--- config.mk ---
export PLATFORM = sky130hd
export DESIGN_NAME = playfair_cipher_encryptor
export DESIGN_NICKNAME = d
export VERILOG_FILES = /design/src/rtl/pfe_pkg.sv /design/src/rtl/pfe_ctrl.sv /design/src/rtl/pfe_datapath.sv /design/src/rtl/playfair_cipher_encryptor.sv
export SDC_FILE = /design/constraint.sdc
export NUM_CORES = 1
export LEC_CHECK = 0
export ABC_CLOCK_PERIOD_IN_PS = 4890
export BUFFER_PORTS_ARGS = -buffer_cell sky130_fd_sc_hd__buf_2
export CORE_MARGIN = 4
export CORE_UTILIZATION = 43
export CTS_BUF_LIST = sky130_fd_sc_hd__clkbuf_8
export DETAILED_ROUTE_END_ITERATION = 16
export GPL_TIMING_DRIVEN = 1
export HOLD_SLACK_MARGIN = 0.06
export PLACE_DENSITY_LB_ADDON = 0.2
export SYNTH_ARGS = -nofsm -noshare
export SYNTH_HDL_FRONTEND = slang
export SYNTH_SLANG_ARGS = --single-unit
--- constraint.sdc ---
create_clock -name clk -period 4.89 [get_ports clk]
set_input_delay 0.7335 -clock clk [delete_from_list [all_inputs] [get_ports clk]]
set_output_delay 0.7335 -clock clk [all_outputs]
set_load 0.01 [all_outputs]
--- src/rtl/pfe_pkg.sv ---
// shared types, constants and letter helpers for the playfair encryptor
package pfe_pkg;

    localparam int SQUARE_SIDE = 5;
    localparam int CELLS       = SQUARE_SIDE * SQUARE_SIDE;
    localparam int LETTERS     = 26;
    localparam int IDX_W       = 5;   // letter index 0..25
    localparam int POS_W       = 5;   // cell number 0..24
    localparam int CNT_W       = 5;   // fill count 0..25
    localparam int RC_W        = 3;   // row or column 0..4

    localparam logic [IDX_W-1:0] IDX_I    = 5'd8;
    localparam logic [IDX_W-1:0] IDX_J    = 5'd9;
    localparam logic [IDX_W-1:0] IDX_X    = 5'd23;
    localparam logic [IDX_W-1:0] IDX_LAST = 5'd25;

    localparam logic [1:0] ACT_KEY = 2'd0;
    localparam logic [1:0] ACT_MSG = 2'd1;
    localparam logic [1:0] ACT_END = 2'd2;

    typedef struct packed {
        logic [1:0] action;
        logic [7:0] letter;
    } item_t;

    typedef struct packed {
        logic [6:0] cipher_letter;
        logic       last;
    } result_t;

    typedef enum logic [2:0] {
        ST_IDLE,
        ST_DECODE,
        ST_CLOSE,
        ST_POS,
        ST_CELL,
        ST_LOAD
    } state_t;

    typedef struct packed {
        logic capture;
        logic key_place;
        logic walk_clear;
        logic walk_step;
        logic hold_letter;
        logic pair_load;
        logic out_load;
    } ctrl_cmd_t;

    typedef struct packed {
        logic [1:0] action;
        logic       is_letter;
        logic       closed;
        logic       pending_valid;
        logic       walk_done;
        logic       out_free;
    } ctrl_status_t;

    // {is_letter, index}, lower case folded up and j folded to i
    function automatic logic [IDX_W:0] fold_letter(input logic [7:0] c);
        logic [7:0]       u;
        logic [7:0]       off;
        logic [IDX_W-1:0] idx;
        logic             ok;
        u   = (c >= 8'h61 && c <= 8'h7a) ? c - 8'h20 : c;
        ok  = (u >= 8'h41 && u <= 8'h5a);
        off = u - 8'h41;
        idx = off[IDX_W-1:0];
        if (idx == IDX_J)
        begin
            idx = IDX_I;
        end
        return {ok, idx};
    endfunction

    function automatic logic [RC_W-1:0] pos_row(input logic [POS_W-1:0] p);
        logic [RC_W-1:0] r;
        if (p >= POS_W'(4 * SQUARE_SIDE))
        begin
            r = 3'd4;
        end
        else if (p >= POS_W'(3 * SQUARE_SIDE))
        begin
            r = 3'd3;
        end
        else if (p >= POS_W'(2 * SQUARE_SIDE))
        begin
            r = 3'd2;
        end
        else if (p >= POS_W'(SQUARE_SIDE))
        begin
            r = 3'd1;
        end
        else
        begin
            r = 3'd0;
        end
        return r;
    endfunction

    function automatic logic [RC_W-1:0] pos_col(input logic [POS_W-1:0] p);
        logic [POS_W-1:0] base;
        logic [POS_W-1:0] diff;
        base = POS_W'(pos_row(p)) * POS_W'(SQUARE_SIDE);
        diff = p - base;
        return diff[RC_W-1:0];
    endfunction

    function automatic logic [RC_W-1:0] next_rc(input logic [RC_W-1:0] x);
        return (x == RC_W'(SQUARE_SIDE - 1)) ? '0 : x + RC_W'(1);
    endfunction

    function automatic logic [POS_W-1:0] cell_addr(input logic [RC_W-1:0] r,
                                                   input logic [RC_W-1:0] c);
        return POS_W'(r) * POS_W'(SQUARE_SIDE) + POS_W'(c);
    endfunction

    function automatic logic [6:0] to_ascii(input logic [IDX_W-1:0] idx);
        return 7'h41 + 7'(idx);
    endfunction

endpackage

--- src/rtl/pfe_ctrl.sv ---
// sequencing state machine for the playfair encryptor
module pfe_ctrl (
    input  logic                  clk,
    input  logic                  rst_n,
    input  logic                  item_valid,
    output logic                  item_stall,
    input  pfe_pkg::ctrl_status_t status,
    output pfe_pkg::ctrl_cmd_t    cmd
);

    pfe_pkg::state_t state_reg;
    pfe_pkg::state_t state_next;

    always_ff @(posedge clk or negedge rst_n)
    begin
        if (!rst_n)
        begin
            state_reg <= pfe_pkg::ST_IDLE;
        end
        else
        begin
            state_reg <= state_next;
        end
    end

    always_comb
    begin
        state_next = state_reg;
        cmd        = '0;
        item_stall = (state_reg != pfe_pkg::ST_IDLE);
        unique case (state_reg)
            pfe_pkg::ST_IDLE:
            begin
                if (item_valid)
                begin
                    cmd.capture = 1'b1;
                    state_next  = pfe_pkg::ST_DECODE;
                end
            end
            pfe_pkg::ST_DECODE:
            begin
                state_next = pfe_pkg::ST_IDLE;
                unique case (status.action) inside
                    pfe_pkg::ACT_KEY:
                    begin
                        cmd.key_place = status.is_letter;
                    end
                    pfe_pkg::ACT_MSG, pfe_pkg::ACT_END:
                    begin
                        if (!status.closed)
                        begin
                            // finish the square first, then come back here
                            cmd.walk_clear = 1'b1;
                            state_next     = pfe_pkg::ST_CLOSE;
                        end
                        else if (status.action == pfe_pkg::ACT_MSG)
                        begin
                            if (status.is_letter && !status.pending_valid)
                            begin
                                cmd.hold_letter = 1'b1;
                            end
                            else if (status.is_letter)
                            begin
                                cmd.pair_load = 1'b1;
                                state_next    = pfe_pkg::ST_POS;
                            end
                        end
                        else if (status.pending_valid)
                        begin
                            cmd.pair_load = 1'b1;
                            state_next    = pfe_pkg::ST_POS;
                        end
                    end
                    default:
                    begin
                    end
                endcase
            end
            pfe_pkg::ST_CLOSE:
            begin
                cmd.walk_step = 1'b1;
                if (status.walk_done)
                begin
                    state_next = pfe_pkg::ST_DECODE;
                end
            end
            pfe_pkg::ST_POS:
            begin
                state_next = pfe_pkg::ST_CELL;
            end
            pfe_pkg::ST_CELL:
            begin
                state_next = pfe_pkg::ST_LOAD;
            end
            pfe_pkg::ST_LOAD:
            begin
                if (status.out_free)
                begin
                    cmd.out_load = 1'b1;
                    state_next   = pfe_pkg::ST_IDLE;
                end
            end
            default:
            begin
                state_next = pfe_pkg::ST_IDLE;
            end
        endcase
    end

endmodule

--- src/rtl/pfe_datapath.sv ---
// square storage, pair lookup and output buffer for the playfair encryptor
module pfe_datapath (
    input  logic                  clk,
    input  logic                  rst_n,
    input  pfe_pkg::item_t        item,
    input  pfe_pkg::ctrl_cmd_t    cmd,
    output pfe_pkg::ctrl_status_t status,
    output logic                  result_valid,
    input  logic                  result_stall,
    output pfe_pkg::result_t      result
);

    // captured item
    logic [1:0]                 act_reg;
    logic                       ok_reg;
    logic [pfe_pkg::IDX_W-1:0]  idx_reg;
    logic [pfe_pkg::IDX_W:0]    folded;

    // square state
    logic [pfe_pkg::LETTERS-1:0] used_reg;
    logic [pfe_pkg::LETTERS-1:0] used_next;
    logic [pfe_pkg::CNT_W-1:0]   fill_reg;
    logic [pfe_pkg::CNT_W-1:0]   fill_next;
    logic                        closed_reg;
    logic                        closed_next;
    logic [pfe_pkg::IDX_W-1:0]   walk_reg;
    logic [pfe_pkg::IDX_W-1:0]   walk_next;
    logic                        pv_reg;
    logic                        pv_next;
    logic [pfe_pkg::IDX_W-1:0]   pl_reg;
    logic [pfe_pkg::IDX_W-1:0]   pl_next;

    logic [pfe_pkg::IDX_W-1:0] square_mem [pfe_pkg::CELLS];
    logic [pfe_pkg::POS_W-1:0] pos_mem    [pfe_pkg::LETTERS];

    logic                       wr_en;
    logic [pfe_pkg::IDX_W-1:0]  wr_letter;
    logic [pfe_pkg::POS_W-1:0]  wr_cell;
    logic [pfe_pkg::CNT_W-1:0]  fill_eff;
    logic                       key_ok;
    logic                       walk_ok;

    // pair lookup
    logic [pfe_pkg::IDX_W-1:0]  a_reg;
    logic [pfe_pkg::IDX_W-1:0]  b_reg;
    logic                       pair_last_reg;
    logic                       same_pending;
    logic [pfe_pkg::POS_W-1:0]  pos_a_q;
    logic [pfe_pkg::POS_W-1:0]  pos_b_q;
    logic [pfe_pkg::IDX_W-1:0]  cell_a_q;
    logic [pfe_pkg::IDX_W-1:0]  cell_b_q;
    logic [pfe_pkg::RC_W-1:0]   ra;
    logic [pfe_pkg::RC_W-1:0]   ca;
    logic [pfe_pkg::RC_W-1:0]   rb;
    logic [pfe_pkg::RC_W-1:0]   cb;
    logic [pfe_pkg::POS_W-1:0]  addr_a;
    logic [pfe_pkg::POS_W-1:0]  addr_b;

    // output buffer
    logic [1:0]                 out_cnt_reg;
    logic [pfe_pkg::IDX_W-1:0]  e0_reg;
    logic [pfe_pkg::IDX_W-1:0]  e1_reg;
    logic                       out_last_reg;

    assign folded = pfe_pkg::fold_letter(item.letter);

    always_ff @(posedge clk)
    begin
        if (cmd.capture)
        begin
            act_reg <= item.action;
            ok_reg  <= folded[pfe_pkg::IDX_W];
            idx_reg <= folded[pfe_pkg::IDX_W-1:0];
        end
    end

    // a key letter after a closed square starts from an empty square
    assign fill_eff     = closed_reg ? '0 : fill_reg;
    assign key_ok       = ok_reg && (closed_reg || !used_reg[idx_reg])
                          && (fill_eff < pfe_pkg::CNT_W'(pfe_pkg::CELLS));
    assign walk_ok      = (walk_reg != pfe_pkg::IDX_J) && !used_reg[walk_reg]
                          && (fill_reg < pfe_pkg::CNT_W'(pfe_pkg::CELLS));
    assign same_pending = (act_reg == pfe_pkg::ACT_MSG) && (pl_reg == idx_reg);

    always_comb
    begin
        wr_en     = 1'b0;
        wr_letter = idx_reg;
        wr_cell   = fill_eff;
        if (cmd.key_place)
        begin
            wr_en = key_ok;
        end
        else if (cmd.walk_step)
        begin
            wr_en     = walk_ok;
            wr_letter = walk_reg;
            wr_cell   = fill_reg;
        end
    end

    always_comb
    begin
        used_next   = used_reg;
        fill_next   = fill_reg;
        closed_next = closed_reg;
        walk_next   = walk_reg;
        pv_next     = pv_reg;
        pl_next     = pl_reg;
        if (cmd.key_place)
        begin
            if (closed_reg)
            begin
                used_next   = '0;
                fill_next   = '0;
                closed_next = 1'b0;
                pv_next     = 1'b0;
                pl_next     = '0;
            end
            if (key_ok)
            begin
                used_next[idx_reg] = 1'b1;
                fill_next          = fill_eff + pfe_pkg::CNT_W'(1);
            end
        end
        if (cmd.walk_clear)
        begin
            walk_next = '0;
        end
        if (cmd.walk_step)
        begin
            if (walk_ok)
            begin
                used_next[walk_reg] = 1'b1;
                fill_next           = fill_reg + pfe_pkg::CNT_W'(1);
            end
            walk_next = walk_reg + pfe_pkg::IDX_W'(1);
            if (walk_reg == pfe_pkg::IDX_LAST)
            begin
                closed_next = 1'b1;
            end
        end
        if (cmd.hold_letter)
        begin
            pv_next = 1'b1;
            pl_next = idx_reg;
        end
        // a doubled letter stays held as the start of the next pair
        if (cmd.pair_load && !same_pending)
        begin
            pv_next = 1'b0;
        end
    end

    always_ff @(posedge clk or negedge rst_n)
    begin
        if (!rst_n)
        begin
            used_reg   <= '0;
            fill_reg   <= '0;
            closed_reg <= 1'b0;
            walk_reg   <= '0;
            pv_reg     <= 1'b0;
            pl_reg     <= '0;
        end
        else
        begin
            used_reg   <= used_next;
            fill_reg   <= fill_next;
            closed_reg <= closed_next;
            walk_reg   <= walk_next;
            pv_reg     <= pv_next;
            pl_reg     <= pl_next;
        end
    end

    always_ff @(posedge clk)
    begin
        if (cmd.pair_load)
        begin
            a_reg         <= pl_reg;
            b_reg         <= (same_pending || act_reg == pfe_pkg::ACT_END) ?
                             pfe_pkg::IDX_X : idx_reg;
            pair_last_reg <= (act_reg == pfe_pkg::ACT_END);
        end
    end

    // memories: letter to cell and cell to letter
    always_ff @(posedge clk)
    begin
        if (wr_en)
        begin
            square_mem[wr_cell] <= wr_letter;
            pos_mem[wr_letter]  <= wr_cell;
        end
        pos_a_q  <= pos_mem[a_reg];
        pos_b_q  <= pos_mem[b_reg];
        cell_a_q <= square_mem[addr_a];
        cell_b_q <= square_mem[addr_b];
    end

    assign ra = pfe_pkg::pos_row(pos_a_q);
    assign ca = pfe_pkg::pos_col(pos_a_q);
    assign rb = pfe_pkg::pos_row(pos_b_q);
    assign cb = pfe_pkg::pos_col(pos_b_q);

    always_comb
    begin
        if (ra == rb)
        begin
            addr_a = pfe_pkg::cell_addr(ra, pfe_pkg::next_rc(ca));
            addr_b = pfe_pkg::cell_addr(rb, pfe_pkg::next_rc(cb));
        end
        else if (ca == cb)
        begin
            addr_a = pfe_pkg::cell_addr(pfe_pkg::next_rc(ra), ca);
            addr_b = pfe_pkg::cell_addr(pfe_pkg::next_rc(rb), cb);
        end
        else
        begin
            addr_a = pfe_pkg::cell_addr(ra, cb);
            addr_b = pfe_pkg::cell_addr(rb, ca);
        end
    end

    always_ff @(posedge clk or negedge rst_n)
    begin
        if (!rst_n)
        begin
            out_cnt_reg <= 2'd0;
        end
        else if (cmd.out_load)
        begin
            out_cnt_reg <= 2'd2;
        end
        else if (result_valid && !result_stall)
        begin
            out_cnt_reg <= out_cnt_reg - 2'd1;
        end
    end

    always_ff @(posedge clk)
    begin
        if (cmd.out_load)
        begin
            e0_reg       <= cell_a_q;
            e1_reg       <= cell_b_q;
            out_last_reg <= pair_last_reg;
        end
    end

    assign result_valid         = (out_cnt_reg != 2'd0);
    assign result.cipher_letter = pfe_pkg::to_ascii((out_cnt_reg == 2'd2) ? e0_reg : e1_reg);
    assign result.last          = (out_cnt_reg == 2'd2) ? 1'b0 : out_last_reg;

    assign status.action        = act_reg;
    assign status.is_letter     = ok_reg;
    assign status.closed        = closed_reg;
    assign status.pending_valid = pv_reg;
    assign status.walk_done     = (walk_reg == pfe_pkg::IDX_LAST);
    assign status.out_free      = (out_cnt_reg == 2'd0);

    a_fill_bound: assert property (@(posedge clk) disable iff (!rst_n)
        fill_reg <= pfe_pkg::CNT_W'(pfe_pkg::CELLS))
        else $error("fill count past square size");

    a_out_cnt: assert property (@(posedge clk) disable iff (!rst_n)
        out_cnt_reg != 2'd3)
        else $error("output buffer count out of range");

    a_load_free: assert property (@(posedge clk) disable iff (!rst_n)
        cmd.out_load |-> out_cnt_reg == 2'd0)
        else $error("pair loaded over undelivered letters");

    a_walk_close: assert property (@(posedge clk) disable iff (!rst_n)
        (cmd.walk_step && walk_reg == pfe_pkg::IDX_LAST) |=> closed_reg)
        else $error("square not closed after fill walk");

endmodule

--- src/rtl/playfair_cipher_encryptor.sv ---
// top level of the streaming playfair encryptor
//
// input channel item (action, letter) with item_valid / item_stall; output
// channel result (cipher_letter, last) with result_valid / result_stall.
// an item is taken at a clock edge where valid is high and stall is low.
// key items build the 5x5 square; message items are folded and paired, and
// each pair gives two cipher letters in order; end of message pads a held
// letter with x and flags the second letter with last.
// steps per item, after the accepting edge:
//   key items, ignored bytes, held first letters: decode only
//   a finished pair: decode, position read, cell read, load; both letters
//   enter the output buffer at the load, first result offered from then on
//   first message item after a key: first the 26-step walk over
//   the alphabet that fills the rest of the square, then a second decode
// the steps follow from the single-ported fill path and the registered
// reads of the position and square memories.
// stall is high while an item is in work. a held-off receiver only delays
// the next pair: items without output keep flowing, and a new pair waits
// in its last step until the two letters before it have gone.
// reset clears the square bookkeeping, held letter and output buffer; the
// square memories themselves are not cleared and are rewritten per key.
module playfair_cipher_encryptor (
    input  logic             clk,
    input  logic             rst_n,
    input  logic             item_valid,
    output logic             item_stall,
    input  pfe_pkg::item_t   item,
    output logic             result_valid,
    input  logic             result_stall,
    output pfe_pkg::result_t result
);

    // command and status between sequencer and datapath
    pfe_pkg::ctrl_cmd_t    cmd;
    pfe_pkg::ctrl_status_t status;

    // sequencer: accepts items, runs the fill walk and pair lookup steps
    pfe_ctrl u_ctrl (
        .clk        (clk),
        .rst_n      (rst_n),
        .item_valid (item_valid),
        .item_stall (item_stall),
        .status     (status),
        .cmd        (cmd)
    );

    // datapath: square memories, held letter, pair lookup, output buffer
    pfe_datapath u_datapath (
        .clk          (clk),
        .rst_n        (rst_n),
        .item         (item),
        .cmd          (cmd),
        .status       (status),
        .result_valid (result_valid),
        .result_stall (result_stall),
        .result       (result)
    );

endmodule
==> flow_metrics.tcl <==
set metrics [dict create \
    slew_headroom_pct 17.6 \
    switching_share_pct 29.7 \
    period_share_pct 96.0 \
    total_power_mw 7.94 \
    seq_power_share_pct 48.6 \
    seq_area_frac_synth_pct 53.4 \
    rr_worst_depth 23 \
    powerDensity_mw_per_mm2 369 \
    internal_power_mw 5.58 \
    stdcell_count 2215 \
    start_kind "register" \
    crit_chain "nand2b_4 -> o21ai_0 -> a221o_1 -> and2_1 -> ha_1 -> inv_1 -> fa_2 -> inv_1 -> a2111oi_4 -> and4b_2 -> buf_4 -> a21oi_2 -> ha_2 -> inv_1 -> fa_2 -> nor2b_2 -> nor3_2 -> or2_4 -> buf_12 -> mux2i_1 -> a222oi_1 -> nand3_1 -> o211ai_1" \
    routed_wl_mm 50.5 \
    placed_cells 2088 \
    grt_overflow 0 \
    place_hpwl_mm 35.3 \
    critPathCaptureType "register" \
    r2r-end "u_datapath.cell_b_q[1]" \
    setup_slack_ns 0.198 \
    synthToLayoutAreaGrowth_pct 13.2 \
    routed-wl-met2_mm 23.5 \
    p_clk_share_pct 32.6 \
    rows 76 \
    critPathMostFrequentCell "inv_1" \
    dieWidth_um 218 \
    switching_power_mw 2.36 \
    hp-class "input pin to register" \
    num_io_pins 24 \
    cts_num_sinks 353 \
    initial_core_util_pct 43.9 \
    fin_crit_ns 4.69 \
    track_usage_pct 21.2 \
    grt_pass1_vias 13000 \
    setup_violations 0 \
    fin_nets 1654 \
    whs_path_depth 1 \
    worstSetupPathType "register to register" \
    combPwrFrac_pct 18.7 \
    largest_reg_flops 130 \
    syn_nets 1571 \
    final_cell_mix "285 x edfxtp_1, 142 x nand2_1, 102 x nor2_1, 100 x mux2i_1, 85 x mux4_2" \
    cts_tree "yes" \
    worstMarginPinSlew_ns 1.24 \
    maxUsedRoutingLayer "met4" \
    antenna_found_initial 0 \
    drt_iter0_drc 1157 \
    drt-pass1-iter-count 7 \
    setup_tns_ns 0 \
    cts.hold.buffers_added 0 \
    yosys_warnings 0 \
    die_h_um 218 \
    cts_buffers 59 \
    htree_levels 2 \
    whs_endpoint "u_datapath.act_reg[0]" \
    dieArea_mm2 0.0477 \
    maxCapViolCount 0 \
    clk_latency_ns 0.66 \
    syn_avg_cell_area_um2 12.7 \
    port_buffers 22 \
    p_leak_nw 7.96 \
    drc 0 \
    yosys.cell_types.count 84 \
    cp_max_fo 18 \
    synth-edff-count 285 \
    wl_met3_mm 3.97 \
    final_common_cell "edfxtp_1" \
    skew_ns 0.0436 \
    required_ns 5.46 \
    vdd_ir_drop_max_v 0.000242 \
    core_area_mm2 0.0434 \
    grt_pass1_wl_mm 77.9 \
    status "finished clean" \
    netlist_instances 1497 \
    final-hold-violation-count 0 \
    crit_slowest_cell "dfxtp_4" \
    cts_buffer_depth 3 \
    cts_root_buffer "clkbuf_8" \
    worstHoldStart "item[8]" \
    antenna_left 0 \
    syn_area_mm2 0.0190 \
    antenna_cells 0 \
    wl_met1_mm 21.9 \
    final_layout_size_suffix_gt1_share_pct 21.3 \
    async_reset_ff_share_pct 13.6 \
    post-place-ws_ns -0.0959 \
    path_clk_slew_ns 0.06 \
    slowest_delay_ns 0.36 \
    r2r_slack_ns 0.20 \
    wl_per_cell_um 22.8 \
    num_vias 13000 \
    grt_max_degree 49 \
    routed_via_density 5.85 \
    place_congestion 0.920 \
    r2r_start "u_datapath.pos_b_q[3]" \
    synth_flop_cell "edfxtp_1" \
    arrival_ns 5.27 \
    slew_violations 0 \
    ys_ff_latch 353 \
    max_freq_mhz 213 \
]
repair_timing:
action | 4_1_cts | 5_1_grt
setup buffers | 1 | 12
cloned | 1 | 2
hold endpoints to repair | 0 | 0
setup endpoints to repair | 4 | 10
pin swaps | 2 | 7
resized for setup | 5 | 32
worst max-delay path, delay by kind of cell, from the launching register on:
| kind | cells | cell delay, ns |
|---|---|---|
| buffers and inverters | 5 | 0.51 |
| DFF | 1 | 0.36 |
| and+or+nand+nor | 7 | 1.37 |
| muxes | 1 | 0.13 |
| AOI/OAI and AO/OA | 6 | 1.35 |
| adders and majority gates | 4 | 0.91 |
power groups by stage:
stage                     clock, mW  combinational, mW  sequential (mW)
after floorplan                   0               1.02             3.79
after global placement            0               1.43             3.91
after detailed placement          0               1.46             3.92
after CTS                      2.67               1.47             3.86
after global routing           2.81               1.63             3.89
final                          2.59               1.49             3.86
cells by family (layout without fill, tap and decap cells):
logic type      after synthesis  in the layout  share of synthesized area [%]
flops                       353            353                           53.4
buf+inv                     141            274                           3.24
mux                         199            199                           16.2
simple gates                424            424                           10.8
xor+xnor                     28             28                           1.29
compound gates              291            291                           10.8
fa+ha+maj                    60             60                           4.26
other cells                   1              1                         0.0197
layout make-up:
cell class / count / area [um^2]
clock inverter: 41 / 225
inverter: 56 / 210
tap: 585 / 732
fill: 3880 / 21800
clock buffer: 70 / 963
multi-input combinational: 1003 / 8370
timing repair buffer: 107 / 868
sequential: 353 / 10200
through the flow:
step                area, um^2  util (%)  hold slack (ns)
floorplan                19000         -            0.386
global placement         20000      46.2            0.393
detailed placement       20000      46.2            0.391
CTS                      21300      49.1            0.199
global route             21500      49.7            0.216
finish                   21500      49.7            0.263
metal layers:
layer | global-route usage (%) | vias to the layer above
met1 | 30.1 | 6454
li1 | - | 5905
met3 | 4.51 | 100
met2 | 33.8 | 509
met5 | 0 | -
met4 | 5.22 | 0
synth_stat cells (4+ instances only):
| cell | number | area (um^2) |
|---|---|---|
| o31ai_1 | 7 | 52.6 |
| nand2_1 | 142 | 533 |
| clkbuf_1 | 49 | 184 |
| or3_1 | 8 | 50.1 |
| fa_1 | 8 | 160 |
| a221o_1 | 4 | 40.0 |
| nor2_1 | 104 | 390 |
| a22oi_1 | 30 | 225 |
| a21o_1 | 14 | 105 |
| nor2b_1 | 30 | 188 |
| xor2_1 | 13 | 114 |
| xnor2_1 | 15 | 131 |
| inv_1 | 54 | 203 |
| mux4_2 | 85 | 1910 |
| a21oi_1 | 52 | 260 |
| o22ai_1 | 5 | 31.3 |
| nand2b_1 | 10 | 62.6 |
| nor2_2 | 4 | 25.0 |
| dfxtp_1 | 20 | 400 |
| dfrtp_1 | 48 | 1200 |
| o21a_1 | 5 | 37.5 |
| buf_2 | 15 | 75.1 |
| mux2i_1 | 101 | 1010 |
| a31oi_1 | 9 | 56.3 |
| nand3_1 | 27 | 135 |
| buf_1 | 7 | 26.3 |
| buf_6 | 4 | 45.0 |
| o211ai_1 | 13 | 97.6 |
| o2bb2ai_1 | 5 | 43.8 |
| nor3_1 | 19 | 95.1 |
| and3_1 | 7 | 43.8 |
| nand4_1 | 8 | 50.1 |
| and2_1 | 26 | 163 |
| o21ai_0 | 55 | 275 |
| ha_1 | 52 | 651 |
| a211oi_1 | 39 | 293 |
| edfxtp_1 | 285 | 8560 |
| a32oi_1 | 14 | 123 |
| mux2_2 | 13 | 146 |
| or2_2 | 7 | 43.8 |
| a311oi_1 | 6 | 52.6 |
| buf_4 | 10 | 75.1 |
| nor3b_1 | 6 | 45.0 |
worst max path at each step:
stage          slack, ns  cells past startpoint                     end                  start
2_1_floorplan       0.28                     21  u_datapath.cell_a_q[1]  u_datapath.pos_b_q[3]
3_3_place_gp        0.06                     20  u_datapath.cell_b_q[4]  u_datapath.pos_b_q[3]
3_5_place_dp        -0.1                     23  u_datapath.cell_b_q[4]  u_datapath.pos_b_q[3]
4_1_cts             0.02                     23  u_datapath.cell_b_q[4]  u_datapath.pos_b_q[3]
5_1_grt            -0.01                     22  u_datapath.cell_b_q[4]  u_datapath.pos_b_q[3]
6_report            0.20                     23  u_datapath.cell_b_q[1]  u_datapath.pos_b_q[3]
(Power assumes the default switching activity.)
